### config.mk
export PLATFORM = sky130hd
export DESIGN_NAME = tiered_wildcard_table_match
export DESIGN_NICKNAME = d
export VERILOG_FILES = /design/src/hdl/twtm_pkg.sv /design/src/hdl/twtm_ram.sv /design/src/hdl/twtm_ctrl.sv /design/src/hdl/twtm_dp.sv /design/src/hdl/tiered_wildcard_table_match.sv
export VERILOG_INCLUDE_DIRS = /design/src /design/src/hdl
export SDC_FILE = /design/constraint.sdc
export NUM_CORES = 2
export LEC_CHECK = 0
export BUFFER_PORTS_ARGS = -buffer_cell sky130_fd_sc_hd__clkbuf_2
export CORE_UTILIZATION = 55
export CTS_CLUSTER_DIAMETER = 50
export DETAILED_ROUTE_END_ITERATION = 10
export PLACE_DENSITY_LB_ADDON = 0.15
export SYNTH_ARGS = -nofsm -noshare
export SYNTH_HDL_FRONTEND = slang
export SYNTH_HIERARCHICAL = 1
export SYNTH_SLANG_ARGS = --single-unit
### constraint.sdc
create_clock -name clk -period 10.35 [get_ports clk]
set_input_delay 1.035 -clock clk [delete_from_list [all_inputs] [get_ports clk]]
set_output_delay 1.035 -clock clk [all_outputs]
set_load 0.1 [all_outputs]
### src/hdl/tiered_wildcard_table_match_defines.svh
// assertion macros shared by the rtl files
`ifndef TIERED_WILDCARD_TABLE_MATCH_DEFINES_SVH
`define TIERED_WILDCARD_TABLE_MATCH_DEFINES_SVH

`ifndef SYNTHESIS

`define TWTM_ASSERT_ALWAYS(lbl, clk, rst_n, cond, msg) \
    lbl: assert property (@(posedge clk) disable iff (!rst_n) (cond)) else $error(msg);

`define TWTM_ASSERT_IMPL(lbl, clk, rst_n, ante, cons, msg) \
    lbl: assert property (@(posedge clk) disable iff (!rst_n) (ante) |-> (cons)) \
        else $error(msg);

`define TWTM_ASSERT_NEXT(lbl, clk, rst_n, ante, cons, msg) \
    lbl: assert property (@(posedge clk) disable iff (!rst_n) (ante) |=> (cons)) \
        else $error(msg);

`else

`define TWTM_ASSERT_ALWAYS(lbl, clk, rst_n, cond, msg)
`define TWTM_ASSERT_IMPL(lbl, clk, rst_n, ante, cons, msg)
`define TWTM_ASSERT_NEXT(lbl, clk, rst_n, ante, cons, msg)

`endif

`endif

### src/hdl/twtm_pkg.sv
`default_nettype none

package twtm_pkg;

    localparam int IDX_W     = 6;
    localparam int DRV_W     = 8;
    localparam int MFCT_W    = 24;
    localparam int VER_W     = 8;
    localparam int TYPE_W    = 8;
    localparam int LEVEL_W   = 2;
    localparam int COUNT_W   = 7;
    localparam int ENTRY_W   = MFCT_W + VER_W + TYPE_W + DRV_W;
    localparam int S_TDATA_W = 56;
    localparam int M_TDATA_W = 16;

    localparam logic [VER_W-1:0]  ANY_VERSION = 8'hFF;
    localparam logic [TYPE_W-1:0] ANY_TYPE    = 8'hFF;

    localparam logic CMD_LOAD   = 1'b0;
    localparam logic CMD_LOOKUP = 1'b1;

    localparam logic [LEVEL_W-1:0] LVL_NONE      = 2'd0;
    localparam logic [LEVEL_W-1:0] LVL_EXACT     = 2'd1;
    localparam logic [LEVEL_W-1:0] LVL_MFCT_TYPE = 2'd2;
    localparam logic [LEVEL_W-1:0] LVL_MFCT      = 2'd3;

    typedef enum logic [1:0] {
        ST_IDLE,
        ST_SCAN,
        ST_WAIT,
        ST_DONE
    } state_t;

    typedef struct packed {
        logic entry_write;
        logic probe_load;
        logic scan_step;
        logic out_load;
    } ctrl_cmd_t;

    typedef struct packed {
        logic count_zero;
        logic scan_last;
        logic out_free;
    } dp_status_t;

endpackage

`default_nettype wire

### src/hdl/twtm_ram.sv
`default_nettype none

module twtm_ram #(
    parameter int WIDTH = 8,
    parameter int DEPTH = 16,
    localparam int ADDR_W = (DEPTH > 1) ? $clog2(DEPTH) : 1
) (
    input  wire logic              clk,
    input  wire logic              wr_en,
    input  wire logic [ADDR_W-1:0] wr_addr,
    input  wire logic [WIDTH-1:0]  wr_data,
    input  wire logic              rd_en,
    input  wire logic [ADDR_W-1:0] rd_addr,
    output logic      [WIDTH-1:0]  rd_data
);

    logic [WIDTH-1:0] mem_reg [DEPTH];
    logic [WIDTH-1:0] rd_data_reg;

    always_ff @(posedge clk)
    begin
        if (wr_en)
        begin
            mem_reg[wr_addr] <= wr_data;
        end
        if (rd_en)
        begin
            rd_data_reg <= mem_reg[rd_addr];
        end
    end

    assign rd_data = rd_data_reg;

endmodule

`default_nettype wire

### src/hdl/twtm_ctrl.sv
`default_nettype none

`include "tiered_wildcard_table_match_defines.svh"

module twtm_ctrl (
    input  wire logic                  clk,
    input  wire logic                  rst_n,
    input  wire logic                  s_tvalid,
    output logic                       s_tready,
    input  wire logic                  command,
    input  wire twtm_pkg::dp_status_t  status,
    output twtm_pkg::ctrl_cmd_t        cmd
);

    twtm_pkg::state_t state_reg;
    twtm_pkg::state_t state_next;

    always_ff @(posedge clk or negedge rst_n)
    begin
        if (!rst_n)
        begin
            state_reg <= twtm_pkg::ST_IDLE;
        end
        else
        begin
            state_reg <= state_next;
        end
    end

    always_comb
    begin
        state_next = state_reg;
        s_tready   = 1'b0;
        cmd        = '0;
        case (state_reg)
            twtm_pkg::ST_IDLE:
            begin
                s_tready = 1'b1;
                if (s_tvalid)
                begin
                    if (command == twtm_pkg::CMD_LOOKUP)
                    begin
                        cmd.probe_load = 1'b1;
                        state_next = status.count_zero ? twtm_pkg::ST_DONE
                                                       : twtm_pkg::ST_SCAN;
                    end
                    else
                    begin
                        cmd.entry_write = 1'b1;
                    end
                end
            end
            twtm_pkg::ST_SCAN:
            begin
                cmd.scan_step = 1'b1;
                if (status.scan_last)
                begin
                    state_next = twtm_pkg::ST_WAIT;
                end
            end
            twtm_pkg::ST_WAIT:
            begin
                state_next = twtm_pkg::ST_DONE;
            end
            twtm_pkg::ST_DONE:
            begin
                if (status.out_free)
                begin
                    cmd.out_load = 1'b1;
                    state_next = twtm_pkg::ST_IDLE;
                end
            end
            default:
            begin
                state_next = twtm_pkg::ST_IDLE;
            end
        endcase
    end

    // a word is only taken while no lookup is in progress
    `TWTM_ASSERT_IMPL(a_ready_idle, clk, rst_n, s_tready, state_reg == twtm_pkg::ST_IDLE, "ready outside idle")
    `TWTM_ASSERT_NEXT(a_empty_lookup, clk, rst_n, cmd.probe_load && status.count_zero, state_reg == twtm_pkg::ST_DONE, "empty table lookup did not finish")
    `TWTM_ASSERT_NEXT(a_done_exit, clk, rst_n, cmd.out_load, state_reg == twtm_pkg::ST_IDLE, "result issue did not return to idle")

endmodule

`default_nettype wire

### src/hdl/twtm_dp.sv
`default_nettype none

`include "tiered_wildcard_table_match_defines.svh"

module twtm_dp #(
    parameter int MAX_ENTRIES = 64
) (
    input  wire logic                                 clk,
    input  wire logic                                 rst_n,
    input  wire twtm_pkg::ctrl_cmd_t                  cmd,
    output twtm_pkg::dp_status_t                      status,
    input  wire logic                                 cfg_wr_en,
    input  wire logic [twtm_pkg::COUNT_W-1:0]         cfg_wr_data,
    input  wire logic [twtm_pkg::IDX_W-1:0]           entry_index,
    input  wire logic [twtm_pkg::DRV_W-1:0]           entry_driver,
    input  wire logic [twtm_pkg::MFCT_W-1:0]          mfct_code,
    input  wire logic [twtm_pkg::VER_W-1:0]           version,
    input  wire logic [twtm_pkg::TYPE_W-1:0]          device_type,
    input  wire logic                                 m_tready,
    output logic                                      m_tvalid,
    output logic                                      found,
    output logic      [twtm_pkg::DRV_W-1:0]           driver_number,
    output logic      [twtm_pkg::LEVEL_W-1:0]         match_level
);

    localparam int ADDR_W = (MAX_ENTRIES > 1) ? $clog2(MAX_ENTRIES) : 1;
    localparam int CNT_W  = ($clog2(MAX_ENTRIES + 1) > twtm_pkg::COUNT_W)
                          ? $clog2(MAX_ENTRIES + 1) : twtm_pkg::COUNT_W;

    logic [twtm_pkg::COUNT_W-1:0] entry_count_reg;
    logic [ADDR_W-1:0]            addr_reg;
    logic [ADDR_W-1:0]            addr_next;
    logic                         cmp_en_reg;
    logic [CNT_W-1:0]             count_ext;
    logic [CNT_W-1:0]             limit;
    logic                         idx_ok;

    logic [twtm_pkg::MFCT_W-1:0]  probe_mfct_reg;
    logic [twtm_pkg::VER_W-1:0]   probe_ver_reg;
    logic [twtm_pkg::TYPE_W-1:0]  probe_type_reg;

    logic [twtm_pkg::ENTRY_W-1:0] wr_entry;
    logic [twtm_pkg::ENTRY_W-1:0] rd_entry;
    logic [twtm_pkg::MFCT_W-1:0]  rd_mfct;
    logic [twtm_pkg::VER_W-1:0]   rd_ver;
    logic [twtm_pkg::TYPE_W-1:0]  rd_type;
    logic [twtm_pkg::DRV_W-1:0]   rd_drv;

    logic                         mfct_eq;
    logic                         ver_ok;
    logic                         type_ok;
    logic                         hit_exact;
    logic                         hit_type;

    logic                         have_exact_reg;
    logic                         have_type_reg;
    logic                         have_mfct_reg;
    logic [twtm_pkg::DRV_W-1:0]   drv_exact_reg;
    logic [twtm_pkg::DRV_W-1:0]   drv_type_reg;
    logic [twtm_pkg::DRV_W-1:0]   drv_mfct_reg;

    logic                         res_found;
    logic [twtm_pkg::DRV_W-1:0]   res_drv;
    logic [twtm_pkg::LEVEL_W-1:0] res_level;

    logic                         m_tvalid_reg;
    logic                         m_tvalid_next;
    logic                         found_reg;
    logic [twtm_pkg::DRV_W-1:0]   driver_reg;
    logic [twtm_pkg::LEVEL_W-1:0] level_reg;

    // saturate the count to the table depth
    assign count_ext = CNT_W'(entry_count_reg);
    assign limit     = (count_ext > CNT_W'(MAX_ENTRIES)) ? CNT_W'(MAX_ENTRIES) : count_ext;
    assign idx_ok    = (32'(entry_index) < 32'(MAX_ENTRIES));
    assign addr_next = addr_reg + ADDR_W'(1);

    assign status.count_zero = (limit == '0);
    assign status.scan_last  = ((CNT_W'(addr_reg) + CNT_W'(1)) == limit);
    assign status.out_free   = !m_tvalid_reg || m_tready;

    assign wr_entry = {entry_driver, device_type, version, mfct_code};

    twtm_ram #(
        .WIDTH (twtm_pkg::ENTRY_W),
        .DEPTH (MAX_ENTRIES)
    ) u_table (
        .clk     (clk),
        .wr_en   (cmd.entry_write && idx_ok),
        .wr_addr (ADDR_W'(entry_index)),
        .wr_data (wr_entry),
        .rd_en   (cmd.scan_step),
        .rd_addr (addr_reg),
        .rd_data (rd_entry)
    );

    assign rd_mfct = rd_entry[twtm_pkg::MFCT_W-1:0];
    assign rd_ver  = rd_entry[twtm_pkg::MFCT_W +: twtm_pkg::VER_W];
    assign rd_type = rd_entry[twtm_pkg::MFCT_W + twtm_pkg::VER_W +: twtm_pkg::TYPE_W];
    assign rd_drv  = rd_entry[twtm_pkg::ENTRY_W-1 -: twtm_pkg::DRV_W];

    // all three tiers judged on each entry as it streams past
    assign mfct_eq   = (rd_mfct == probe_mfct_reg);
    assign ver_ok    = (rd_ver == twtm_pkg::ANY_VERSION) || (rd_ver == probe_ver_reg);
    assign type_ok   = (rd_type == twtm_pkg::ANY_TYPE) || (rd_type == probe_type_reg);
    assign hit_type  = mfct_eq && type_ok;
    assign hit_exact = hit_type && ver_ok;

    always_ff @(posedge clk or negedge rst_n)
    begin
        if (!rst_n)
        begin
            entry_count_reg <= '0;
            addr_reg        <= '0;
            cmp_en_reg      <= 1'b0;
            have_exact_reg  <= 1'b0;
            have_type_reg   <= 1'b0;
            have_mfct_reg   <= 1'b0;
            m_tvalid_reg    <= 1'b0;
        end
        else
        begin
            if (cfg_wr_en)
            begin
                entry_count_reg <= cfg_wr_data;
            end
            cmp_en_reg   <= cmd.scan_step;
            m_tvalid_reg <= m_tvalid_next;
            if (cmd.probe_load)
            begin
                addr_reg       <= '0;
                have_exact_reg <= 1'b0;
                have_type_reg  <= 1'b0;
                have_mfct_reg  <= 1'b0;
            end
            else
            begin
                if (cmd.scan_step)
                begin
                    addr_reg <= addr_next;
                end
                if (cmp_en_reg)
                begin
                    if (hit_exact)
                    begin
                        have_exact_reg <= 1'b1;
                    end
                    if (hit_type)
                    begin
                        have_type_reg <= 1'b1;
                    end
                    if (mfct_eq)
                    begin
                        have_mfct_reg <= 1'b1;
                    end
                end
            end
        end
    end

    // probe capture, first hit per tier in table order, and the result register load
    always_ff @(posedge clk)
    begin
        if (cmd.probe_load)
        begin
            probe_mfct_reg <= mfct_code;
            probe_ver_reg  <= version;
            probe_type_reg <= device_type;
        end
        if (cmp_en_reg && hit_exact && !have_exact_reg)
        begin
            drv_exact_reg <= rd_drv;
        end
        if (cmp_en_reg && hit_type && !have_type_reg)
        begin
            drv_type_reg <= rd_drv;
        end
        if (cmp_en_reg && mfct_eq && !have_mfct_reg)
        begin
            drv_mfct_reg <= rd_drv;
        end
        if (cmd.out_load)
        begin
            found_reg  <= res_found;
            driver_reg <= res_drv;
            level_reg  <= res_level;
        end
    end

    always_comb
    begin
        res_found = 1'b1;
        res_drv   = '0;
        res_level = twtm_pkg::LVL_NONE;
        if (have_exact_reg)
        begin
            res_drv   = drv_exact_reg;
            res_level = twtm_pkg::LVL_EXACT;
        end
        else if (have_type_reg)
        begin
            res_drv   = drv_type_reg;
            res_level = twtm_pkg::LVL_MFCT_TYPE;
        end
        else if (have_mfct_reg)
        begin
            res_drv   = drv_mfct_reg;
            res_level = twtm_pkg::LVL_MFCT;
        end
        else
        begin
            res_found = 1'b0;
        end
    end

    always_comb
    begin
        m_tvalid_next = m_tvalid_reg;
        if (cmd.out_load)
        begin
            m_tvalid_next = 1'b1;
        end
        else if (m_tready)
        begin
            m_tvalid_next = 1'b0;
        end
    end

    assign m_tvalid      = m_tvalid_reg;
    assign found         = found_reg;
    assign driver_number = driver_reg;
    assign match_level   = level_reg;

    `TWTM_ASSERT_IMPL(a_scan_bound, clk, rst_n, cmd.scan_step, CNT_W'(addr_reg) < limit, "read beyond entry count")
    `TWTM_ASSERT_IMPL(a_no_overwrite, clk, rst_n, cmd.out_load && m_tvalid_reg, m_tready, "pending result overwritten")
    `TWTM_ASSERT_IMPL(a_found_level, clk, rst_n, m_tvalid_reg, found_reg == (level_reg != twtm_pkg::LVL_NONE), "found flag disagrees with level")
    `TWTM_ASSERT_IMPL(a_tier_order, clk, rst_n, have_exact_reg, have_type_reg && have_mfct_reg, "tier hit flags inconsistent")

endmodule

`default_nettype wire

### src/hdl/tiered_wildcard_table_match.sv
// channel   dir  signals                         word
// s_        in   s_tvalid s_tready s_tdata s_tuser  one load or lookup command
// cfg_      in   cfg_wr_en cfg_wr_data              entry count register
// m_        out  m_tvalid m_tready m_tdata          lookup result
//
// a load gives no result and leaves the block ready for the next word
// a lookup scans entries 0 to n - 1, n being the entry count saturated to
// MAX_ENTRIES (no scan when n is 0), then loads the output register once it
// is free; the next word is taken after that load; one table entry is read per
// cycle from the single read port of the table ram, all three tiers compared at once
// reset clears control and the entry count; table contents stay undefined
// a result waiting on m_tready does not stop loads or the next lookup's scan
`default_nettype none

module tiered_wildcard_table_match #(
    parameter int MAX_ENTRIES = 64
) (
    input  wire logic                              clk,
    input  wire logic                              rst_n,
    input  wire logic                              s_tvalid,
    output logic                                   s_tready,
    // entry_index, entry_driver, mfct_code, version, device_type, zero pad
    input  wire logic [twtm_pkg::S_TDATA_W-1:0]    s_tdata,
    // command
    input  wire logic                              s_tuser,
    output logic                                   m_tvalid,
    input  wire logic                              m_tready,
    // found, driver_number, match_level, zero pad
    output logic      [twtm_pkg::M_TDATA_W-1:0]    m_tdata,
    input  wire logic                              cfg_wr_en,
    input  wire logic [twtm_pkg::COUNT_W-1:0]      cfg_wr_data
);

    localparam int DRV_LSB  = twtm_pkg::IDX_W;
    localparam int MFCT_LSB = DRV_LSB + twtm_pkg::DRV_W;
    localparam int VER_LSB  = MFCT_LSB + twtm_pkg::MFCT_W;
    localparam int TYPE_LSB = VER_LSB + twtm_pkg::VER_W;
    localparam int OUT_W    = 1 + twtm_pkg::DRV_W + twtm_pkg::LEVEL_W;

    twtm_pkg::ctrl_cmd_t          cmd;
    twtm_pkg::dp_status_t         status;
    logic                         found;
    logic [twtm_pkg::DRV_W-1:0]   driver_number;
    logic [twtm_pkg::LEVEL_W-1:0] match_level;

    twtm_ctrl u_ctrl (
        .clk      (clk),
        .rst_n    (rst_n),
        .s_tvalid (s_tvalid),
        .s_tready (s_tready),
        .command  (s_tuser),
        .status   (status),
        .cmd      (cmd)
    );

    twtm_dp #(
        .MAX_ENTRIES (MAX_ENTRIES)
    ) u_dp (
        .clk           (clk),
        .rst_n         (rst_n),
        .cmd           (cmd),
        .status        (status),
        .cfg_wr_en     (cfg_wr_en),
        .cfg_wr_data   (cfg_wr_data),
        .entry_index   (s_tdata[twtm_pkg::IDX_W-1:0]),
        .entry_driver  (s_tdata[DRV_LSB +: twtm_pkg::DRV_W]),
        .mfct_code     (s_tdata[MFCT_LSB +: twtm_pkg::MFCT_W]),
        .version       (s_tdata[VER_LSB +: twtm_pkg::VER_W]),
        .device_type   (s_tdata[TYPE_LSB +: twtm_pkg::TYPE_W]),
        .m_tready      (m_tready),
        .m_tvalid      (m_tvalid),
        .found         (found),
        .driver_number (driver_number),
        .match_level   (match_level)
    );

    assign m_tdata = {{(twtm_pkg::M_TDATA_W - OUT_W){1'b0}}, match_level, driver_number, found};

endmodule

`default_nettype wire
==> results by group <==
Run status
  • Status: completed

Clock tree
  • Post-cts sizing count: 0
  • H-Tree Depth: 5
  • Post-CTS Setup Bufs: 0
  • CTS Buffer Depth: 4
  • Total CTS buffers: 346
  • Clk root buf: clkbuf_16
  • CTS Hold Buffers Added: 0
  • Clk_lat worst skew: 0.96 ns
  • Clock sink total: 3215
  • Clock slew at reported path FFs: 0.06 ns
  • CTS tree: done

Detailed routing
  • DR iter-0 viols: 7328
  • Final antenna-violating net count: 0
  • Vias per inst: 6.70
  • Routed wire per std cell: 35.6 um
  • Via count: 58900
  • Iteration count of the initial detailed-routing pass: 6
  • WL final: 313 mm
  • Residual DRC count: 0

Timing
  • Tmin final: 4.81 ns
  • Period Utilization, post-route: 0.465
  • RSZ-0062 raised after global routing: no
  • Final worst slack: 5.54 ns
  • Final setup viols: 0
  • Final-report max-slew violation count: 0
  • Final Skew: 0.0461 ns
  • TNS Setup: 0 ns
  • Max Fclk: 0.208 GHz
  • Measured slew at the worst slew-check pin: 1.29 ns
  • Final Hold Viols: 0
  • Worst rel slew slack: 0.138

Global routing
  • Number of global-route vias before repair: 58800
  • Initial antenna violation count: 16
  • GRT overflow: 0
  • First-pass GRT wire length: 440 mm
  • Total GRT Usage: 0.284
  • Largest net degree at the start of global routing: 116

Logic synthesis
  • Flops & latches, synth: 3215
  • Seq/Total Area, Yosys: 0.792
  • Top cell type by total area after synthesis: edfxtp_1
  • Dominant synthesized flop cell: edfxtp_1
  • Yosys top cell area share: 0.788
  • EDFF count, synth: 3195
  • Top cells by area, synth: edfxtp_1 79%, mux4_2 14%, o22ai_1 0.64%, a221oi_1 0.60%, mux2i_1 0.56%
  • Distinct cells, synth: 58
  • Cell count after synthesis: 5263
  • Synth async-reset ratio: 0.00622
  • Yosys warnings: 6
  • Mapped cell area: 0.122 mm^2
  • Synthesized area per cell: 23.1 um^2

Cells and area
  • # nets final: 5649
  • Max FFs per register: 3072
  • Share of layout cells above drive strength 1: 0.275
  • Layout area overhead: 12.6%

Place
  • DP Wirelength: 166 mm
  • GPL Wtd Cong: 0.798
  • Port buffer count: 79
  • Pre-CTS setup slack: 5.35 ns

Die
  • I/O Pins: 87
  • Die height: 472 um
  • Die width: 472 um
  • Core Region: 0.220 mm^2
  • Rows: 172
  • Die ar.: 0.223 mm^2
  • Starting Density: 0.554

Worst setup path
  • Worst Path Max Fanout: 30
  • Critical Path Source Type: flip-flop
  • CP Class: reg -> reg
  • Critical path arrival: 5.38 ns
  • Data required time of the worst path: 10.92 ns
  • Worst setup EP type: flip-flop

Pwr
  • Power density cells: 252 mW/mm^2
  • Max rail drop VDD: 0.000199 V
  • LEAKAGE: 0.0424 uW

Hold path
  • HP Class: in -> async

Run
  • MaxCap Viol Count: 0
-- per-stage QoR --
| step | std cells | total power, uW | utilization | cell area [um^2] | hold slack, ns |
|---|---|---|---|---|---|
| detailed placement | 8184 | 23000 | 0.575 | 126000 | 0.486 |
| finish | 8794 | 34500 | 0.624 | 137000 | 0.0943 |
| global route | 8789 | 35600 | 0.624 | 137000 | 0.111 |
| floorplan | 5267 | 20800 | - | 122000 | 0.440 |
| CTS | 8787 | 34700 | 0.624 | 137000 | 0.0623 |
| global placement | 8184 | 23000 | 0.575 | 126000 | 0.474 |
-- cell families (layout without fill, tap and decap cells) --
kind of cell | after synthesis | after routing | share of synthesized area
AO/OA/AOI/OAI | 520 | 520 | 0.0311
XOR/XNOR | 49 | 49 | 0.00353
adder cells (fa/ha/maj) | 6 | 6 | 0.000617
buffers and inverters | 302 | 864 | 0.0131
flip-flops | 3215 | 3215 | 0.792
multiplexers | 840 | 840 | 0.147
other | 1 | 12 | 0.0000308
AND/OR/NAND/NOR | 330 | 330 | 0.0126
-- power breakdown --
group	leakage (uW)	switching [uW]	internal [uW]
combinational	0.00817	4360	3470
sequential	0.0290	258	14600
clock	0.00524	4860	6930
total	0.0424	9490	25000
-- layout by cell type, fill, tap and decap left out, drive strengths merged, types with 6 or more instances in the layout --
cell type	n
nor2	146
mux2i	68
mux2	18
o22ai	124
o21ai	13
edfxtp	3195
a22oi	79
nand3	15
nor3	6
a221oi	84
clkinvlp	18
nand2b	12
clkbuf	506
nor2b	28
o221ai	28
nand2	71
nand4	17
clkinv	125
diode	7
ha	6
a211oi	32
mux4	754
dfrtp	20
a22o	57
a21oi	79
a311oi	11
buf	176
xnor2	46
bufinv	24
inv	15
-- cell type report --
cell class | instances | area, um^2
Sequential cell | 3215 | 96500
Fill cell | 14700 | 82600
Multi-Input combinational cell | 1750 | 24200
Clock buffer | 427 | 9270
Tap cell | 2958 | 3700
Timing Repair Buffer | 255 | 1850
Clock inverter | 176 | 1520
Inverter | 6 | 23.8
Antenna cell | 7 | 17.5
-- cells in the mapped netlist, types with 3 or more instances --
library cell,count
a221oi_1,83
buf_6,11
buf_2,98
a31o_2,5
o22ai_1,124
o221ai_1,28
nor3_1,6
dfrtp_1,20
mux2i_1,68
ha_1,6
or3b_2,4
or3_1,5
nand2b_1,12
and2_1,4
clkbuf_1,104
nand4_1,17
and3_1,4
mux4_2,754
or2_2,5
buf_4,69
nand3b_1,5
mux2_2,18
a211oi_1,32
nand3_1,14
xor2_1,3
nor2_1,146
a21oi_1,79
o21ai_0,13
a22oi_1,79
buf_1,13
nand2_1,71
inv_1,4
edfxtp_1,3195
a22o_1,57
nor2b_1,27
xnor2_1,46
a311oi_1,11
-- routing by layer --
| metal | up-vias | track usage | part of all wire |
|---|---|---|---|
| met4 | 6 | 0.0918 | 0.031 |
| met2 | 2989 | 0.447 | 0.48 |
| li1 | 23300 | - | - |
| met5 | - | 0 | 0.00011 |
| met3 | 511 | 0.0528 | 0.095 |
| met1 | 32100 | 0.406 | 0.39 |
-- worst paths after layout --
kind | slack [ns] | from | to | cells after the start
min in group clk | 0.31 | cfg_wr_data[6] | u_dp/count_ext[6] | 3
hold reg to reg | 0.50 | u_dp/u_table/rd_data[44] | u_dp/drv_exact_reg[4] | 0
hold / removal | 0.09 | rst_n | u_dp/addr_reg[1] | 1
setup reg to reg | 5.54 | u_ctrl/state_reg[1] | u_dp/u_table/mem_reg[62][21] | 7
setup / recovery | 5.54 | u_ctrl/state_reg[1] | u_dp/u_table/mem_reg[62][21] | 7
max in group asynchronous | 9.77 | rst_n | u_dp/addr_reg[0] | 1
-- worst max-delay path, stage by stage (launching register included) --
cell and delay [ns]:
dfrtp_1 0.41, inv_1 0.16, ha_1 0.30, and3_1 0.61
nor2b_1 0.33, nand3_1 0.63, nor2_4 1.07, buf_4 0.79
Power figures use the tool's default switching activity.
